**config.mk**
```make
export PLATFORM = sky130hd
export DESIGN_NAME = cspe_coef
export DESIGN_NICKNAME = d
export VERILOG_FILES = /design/src/rtl/cubic_spline_point_eval_unit_assert.svh /design/src/rtl/cspe_pkg.sv /design/src/rtl/cspe_coef.sv
export SDC_FILE = /design/constraint.sdc
export NUM_CORES = 2
export LEC_CHECK = 0
export BUFFER_PORTS_ARGS = -buffer_cell sky130_fd_sc_hd__buf_2
export CAP_MARGIN = 20
export CORE_MARGIN = 8
export CORE_UTILIZATION = 60
export DETAILED_ROUTE_END_ITERATION = 7
export GPL_TIMING_DRIVEN = 0
export PLACE_DENSITY_LB_ADDON = 0.25
export SYNTH_ARGS = -nofsm -noshare
export SYNTH_HDL_FRONTEND = slang
export SYNTH_SLANG_ARGS = --single-unit
```
**constraint.sdc**
```tcl
create_clock -name clk -period 19.54 [get_ports clk]
set_clock_uncertainty 0.05 [all_clocks]
set_input_delay 0 -clock clk [delete_from_list [all_inputs] [get_ports clk]]
set_output_delay 0 -clock clk [all_outputs]
set_load 0.01 [all_outputs]
```
**src/rtl/cubic_spline_point_eval_unit_assert.svh**
```systemverilog
// Assertion macros for the cubic spline point evaluator
`ifndef CUBIC_SPLINE_POINT_EVAL_UNIT_ASSERT_SVH
`define CUBIC_SPLINE_POINT_EVAL_UNIT_ASSERT_SVH

// expr must hold at every clock edge outside reset
`define CSPE_ASSERT(name, expr, msg) \
  name: assert property (@(posedge clk) disable iff (rst) (expr)) else $error(msg);

// trig implies expr at the same edge
`define CSPE_ASSERT_IMP(name, trig, expr, msg) \
  name: assert property (@(posedge clk) disable iff (rst) (trig) |-> (expr)) else $error(msg);

`endif

```
**src/rtl/cspe_pkg.sv**
```systemverilog
// Shared types, constants and functions of the cubic spline point evaluator
package cspe_pkg;

  localparam int MaxPoints = 1024;
  localparam int IdxBits   = 10;
  localparam int CntBits   = 11;
  localparam int CoordBits = 20;
  localparam int TanBits   = 23;
  localparam int TBits     = 17;

  localparam logic [1:0] KIND_LINEAR  = 2'd0;
  localparam logic [1:0] KIND_CATROM  = 2'd1;
  localparam logic [1:0] KIND_BSPLINE = 2'd2;
  localparam logic [1:0] KIND_NONE    = 2'd3;

  localparam logic CFG_POINT_COUNT = 1'b0;
  localparam logic CFG_CURVE_KIND  = 1'b1;

  typedef logic signed [CoordBits-1:0] coord_t;
  typedef logic signed [TanBits-1:0]   tanv_t;
  typedef logic signed [31:0]          hval_t;
  typedef logic [3*CoordBits-1:0]      pt_t;
  typedef logic [IdxBits-1:0]          idx_t;

  typedef struct packed {
    logic             vld;
    logic             eval;
    logic             bad;
    logic [1:0]       kind;
    logic [TBits-1:0] t;
  } ctl_t;

  // basis weights [kind][point][power t^3, t^2, t, 1], scaled by 1, 2 or 6
  localparam logic signed [3:0] WT [3][4][4] = '{
    '{'{4'sd0, 4'sd0, 4'sd0, 4'sd0}, '{4'sd0, 4'sd0, -4'sd1, 4'sd1},
      '{4'sd0, 4'sd0, 4'sd1, 4'sd0}, '{4'sd0, 4'sd0, 4'sd0, 4'sd0}},
    '{'{-4'sd1, 4'sd2, -4'sd1, 4'sd0}, '{4'sd3, -4'sd5, 4'sd0, 4'sd2},
      '{-4'sd3, 4'sd4, 4'sd1, 4'sd0}, '{4'sd1, -4'sd1, 4'sd0, 4'sd0}},
    '{'{-4'sd1, 4'sd3, -4'sd3, 4'sd1}, '{4'sd3, -4'sd6, 4'sd0, 4'sd4},
      '{-4'sd3, 4'sd3, 4'sd3, 4'sd1}, '{4'sd1, 4'sd0, 4'sd0, 4'sd0}}
  };

  function automatic logic signed [3:0] wt(logic [1:0] kind, int k, int j);
    logic signed [3:0] w;
    w = 4'sd0;
    case (kind)
      KIND_LINEAR:  w = WT[0][k][j];
      KIND_CATROM:  w = WT[1][k][j];
      KIND_BSPLINE: w = WT[2][k][j];
      default:      w = 4'sd0;
    endcase
    return w;
  endfunction

  function automatic coord_t axis_of(pt_t p, int a);
    return coord_t'(p[a*CoordBits +: CoordBits]);
  endfunction

  // h * t / 2^16 rounded half up, plus next
  function automatic hval_t hstep(hval_t h, logic [TBits-1:0] t, hval_t nx);
    logic signed [49:0] p;
    logic signed [49:0] r;
    p = h * $signed({1'b0, t});
    r = (p + 50'sd32768) >>> 16;
    return $signed(r[31:0]) + nx;
  endfunction

endpackage

```
**src/rtl/cspe_coef.sv**
```systemverilog
// Per-power polynomial coefficients from the four gathered points
module cspe_coef
  import cspe_pkg::*;
(
  input  logic  clk,
  input  logic  rst,
  input  logic  en,
  input  ctl_t  ctl1,
  input  pt_t   pts [4],
  output ctl_t  ctl2,
  output hval_t coef [3][4]
);

  hval_t coef_next [3][4];

  always_comb begin
    for (int a = 0; a < 3; a++) begin
      for (int j = 0; j < 4; j++) begin
        coef_next[a][j] = '0;
        for (int k = 0; k < 4; k++) begin
          coef_next[a][j] = coef_next[a][j]
                            + hval_t'(axis_of(pts[k], a) * wt(ctl1.kind, k, j));
        end
      end
    end
  end

  always_ff @(posedge clk) begin
    if (en) coef <= coef_next;
  end

  always_ff @(posedge clk) begin
    if (rst) ctl2 <= '0;
    else if (en) ctl2 <= ctl1;
  end

endmodule

```
==> flow_metrics.tcl <==
set metrics [dict create \
    synthesis.nets 12100 \
    synth-async-reset-ratio_pct 0 \
    synth_area_per_cell_sq_um 10.1 \
    p_int_w 0.00794 \
    cp.depth 30 \
    use_met2_pct 56.8 \
    cts_sinks 340 \
    first_iter_violations 5390 \
    dr_total_vias 65500 \
    clk_pin_slew_worst_paths_ns 0.06 \
    clk_latency_ns 0.65 \
    use_met1_pct 48.2 \
    first_pass_iters 6 \
    num_rows 141 \
    grt_max_degree 128 \
    drt_wl_total_mm 300 \
    cts_root_buf "clkbuf_16" \
    postSynthCellCount 8810 \
    grt_setup_unrepaired "false" \
    crit_path_start_kind "primary input" \
    outcome "finished, final reports clean" \
    overflow 0 \
    first_global_vias 69900 \
    gp_congestion 1.03 \
    synth_compound_area_share_pct 5.11 \
    hold_path_class "in2reg" \
    synth_top_area_share_pct 41.3 \
    synth_area_leaders "fa_1, ha_1, edfxtp_1" \
    finalNetCount 12900 \
    critPathKind "in2reg" \
    areaGrowthSynthToFinish_pct 9.62 \
    via_per_inst 5.61 \
    comb_power_share_pct 85.0 \
    fin_crit_ns 11.09 \
    cellLeakagePower_nw 52.0 \
    io_pins 671 \
    switching_share_pct 54.9 \
    final-hold-violation-count 0 \
    finalSetupViolations 0 \
    end_kind "register" \
    layout_setup_ws_ns 8.45 \
    cts_tree "yes" \
    die_height_microns 401 \
    cp.required_ns 19.85 \
    timing.final.crit_share_pct 56.7 \
    regArea_sq_um 9990 \
    critPathArrivalTime_ns 11.40 \
    yosysUniqueCellTypes 74 \
    stdcell_area_sq_um 97600 \
    ys_seq_area_share_pct 11.2 \
    synth_xor_xnor_area_share_pct 3.15 \
    fillCellCount 11900 \
    met3_usage_pct 12.3 \
    multi_input_area_sq_um 68900 \
    drive_gt1_share_pct 9.52 \
    cp_top_family "adder cells" \
    ant_nets 0 \
    worst_pin_slew_ns 1.30 \
    synth_area_leader_cell "fa_1" \
    cp_max_fo 10 \
    grtUsageTotal_pct 37.6 \
    place_area_sq_um 95700 \
    synth-adder-area-share_pct 58.6 \
    fmax_mhz 90.2 \
    worst-path-buf-inv 12 \
    tns_ns 0 \
    dieArea_sq_um 161000 \
    switchingPower_w 0.00965 \
    r2r.worst_path.cells 3 \
    synth-edff-count 318 \
    placedCellCount 11400 \
    grt_busiest_layer "met2" \
    slowest_stage "clkbuf_2" \
    synthMuxAreaShare_pct 0.331 \
    p_clk_share_pct 4.3 \
    synth_top_family_by_area "adder cells" \
    drc 0 \
    final_cell_count_no_fill 11700 \
    seqPwrFrac_pct 10.7 \
    power_density_nw_per_um2 180 \
    drv_cap 0 \
    core_area_sq_um 148000 \
    start_util_pct 60.3 \
    cts_buffers 40 \
    ir_drop_mv 0.327 \
    synth_ff_type "edfxtp_1" \
    dieWidth_microns 401 \
    synthSimpleGateAreaFrac_pct 10.1 \
    hold_depth 4 \
    port-buffer-count 666 \
    avgRoutedWirePerCell_microns 25.7 \
    synth_seq_cells 340 \
    cts_buffer_depth 3 \
    syn_area_sq_um 89100 \
    antenna_found_initial 110 \
    ctsHtreeMaxLevel 2 \
    grt_pass1_wl_mm 446 \
    hpwl_mm 258 \
    synth_warnings 0 \
    slew_viol_final 0 \
    max_stage_delay_ns 0.93 \
    dp_slack_ns 8.49 \
    slew_headroom_pct 13.6 \
]
-- synth_stat cells, drive strengths merged (21+ instances only) --
master  instances
a31oi          26
nand4          23
fa           1839
inv          2429
xnor2         238
and3           26
a211oi         21
clkbuf        160
nand2b        132
edfxtp        318
nor2b          91
ha           1225
o21bai         33
o21a           43
and2          676
a21oi         221
nor3           31
dfxtp          22
mux2i          25
nand2         241
buf            69
nand3          55
o211ai         25
xor2           82
o21ai         108
nor2          364
a21o          132
-- worst reg2reg max path, cell delays in order (launching register included) --
cell and delay, ns:
dfxtp_1 0.33, mux2i_1 0.20, nor2_1 0.07, dlygate4sd3_1 0.56
-- cell families (layout without fill, tap and decap cells) --
kind of cell	after synthesis	count (layout)
AO/OA/AOI/OAI	701	701
other	0	123
adder cells (fa/ha/maj)	3073	3073
flip-flops	340	340
multiplexers	29	29
buffers and inverters	2659	3475
AND/OR/NAND/NOR	1688	1688
XOR/XNOR	320	320
-- routing by layer --
metal / share of wire, % / wire length (microns)
met5: 0.11 / 338
met4: 6.2 / 18700
met3: 12 / 35500
met2: 44 / 133000
met1: 38 / 113000
-- flip-flops by register name, summed over array words and instances, names as in the netlist --
name and count:
coef 318, ctl2 22
-- final cells by class --
| cell class | instances | area share [%] |
|---|---|---|
| multi-input combinational | 5811 | 70.5 |
| sequential | 340 | 10.2 |
| inverter | 2430 | 9.34 |
| timing repair buffer | 745 | 4.62 |
| tap | 1930 | 2.47 |
| buffer | 229 | 1.19 |
| clock buffer | 47 | 1.05 |
| antenna | 123 | 0.315 |
| clock inverter | 24 | 0.252 |
-- worst paths after layout --
kind / startpoint / to / slack, ns
worst max-delay path: ctl1[17] / coef[89] / 8.45
worst min-delay path: pts[222] / coef[32] / 0.02
worst max register to register: ctl2[21] / ctl2[21] / 18.23
worst min register to register: ctl2[3] / ctl2[3] / 0.45
-- metrics by stage --
step	util, %	hold WS (ns)	power (W)
floorplan	-	0.0224	0.0117
global placement	64.2	0.152	0.0161
detailed placement	64.8	0.156	0.0164
CTS	65.8	0.00439	0.0174
global route	66.0	0.0502	0.0191
finish	66.1	0.0206	0.0176
-- cells in the final DEF (no fill, tap or decap), types with 7 or more instances in the layout --
master,Yosys,routed
a211o_1,12,12
a211oi_1,20,20
a21o_1,132,132
a21oi_1,221,221
a31o_2,7,7
a31oi_1,26,26
and2_1,676,676
and3_1,25,25
buf_16,0,11
buf_2,0,668
buf_4,66,66
buf_8,0,35
clkbuf_1,160,125
clkbuf_16,0,40
clkbuf_2,0,42
clkinv_1,1,8
dfxtp_1,22,22
diode_2,0,123
dlygate4sd3_1,0,29
edfxtp_1,318,318
fa_1,1839,1839
ha_1,1225,1225
inv_1,2428,2428
maj3_1,9,9
mux2i_1,25,25
nand2_1,241,241
nand2b_1,132,132
nand3_1,55,55
nand4_1,23,23
nor2_1,364,364
nor2b_1,91,91
nor3_1,31,31
o211ai_1,24,24
o21a_1,43,43
o21ai_0,108,108
o21bai_1,33,33
or2_2,14,14
or3_1,14,14
xnor2_1,238,238
xor2_1,82,82
-- what timing repair did --
item                      CTS  global route
buffers inserted            0             0
gates resized for setup     0             0
hold endpoints to repair  105             0
hold buffers               29             0
-- power by group through the flow --
stage                     Clock, W  Sequential [W]  Combinational (W)
after floorplan                  0         0.00206            0.00962
after global placement           0         0.00189             0.0142
after CTS                 0.000772         0.00188             0.0147
final                     0.000752         0.00188             0.0150
after global routing      0.000794         0.00191             0.0164
after detailed placement         0         0.00189             0.0145
(Power assumes the default switching activity.)
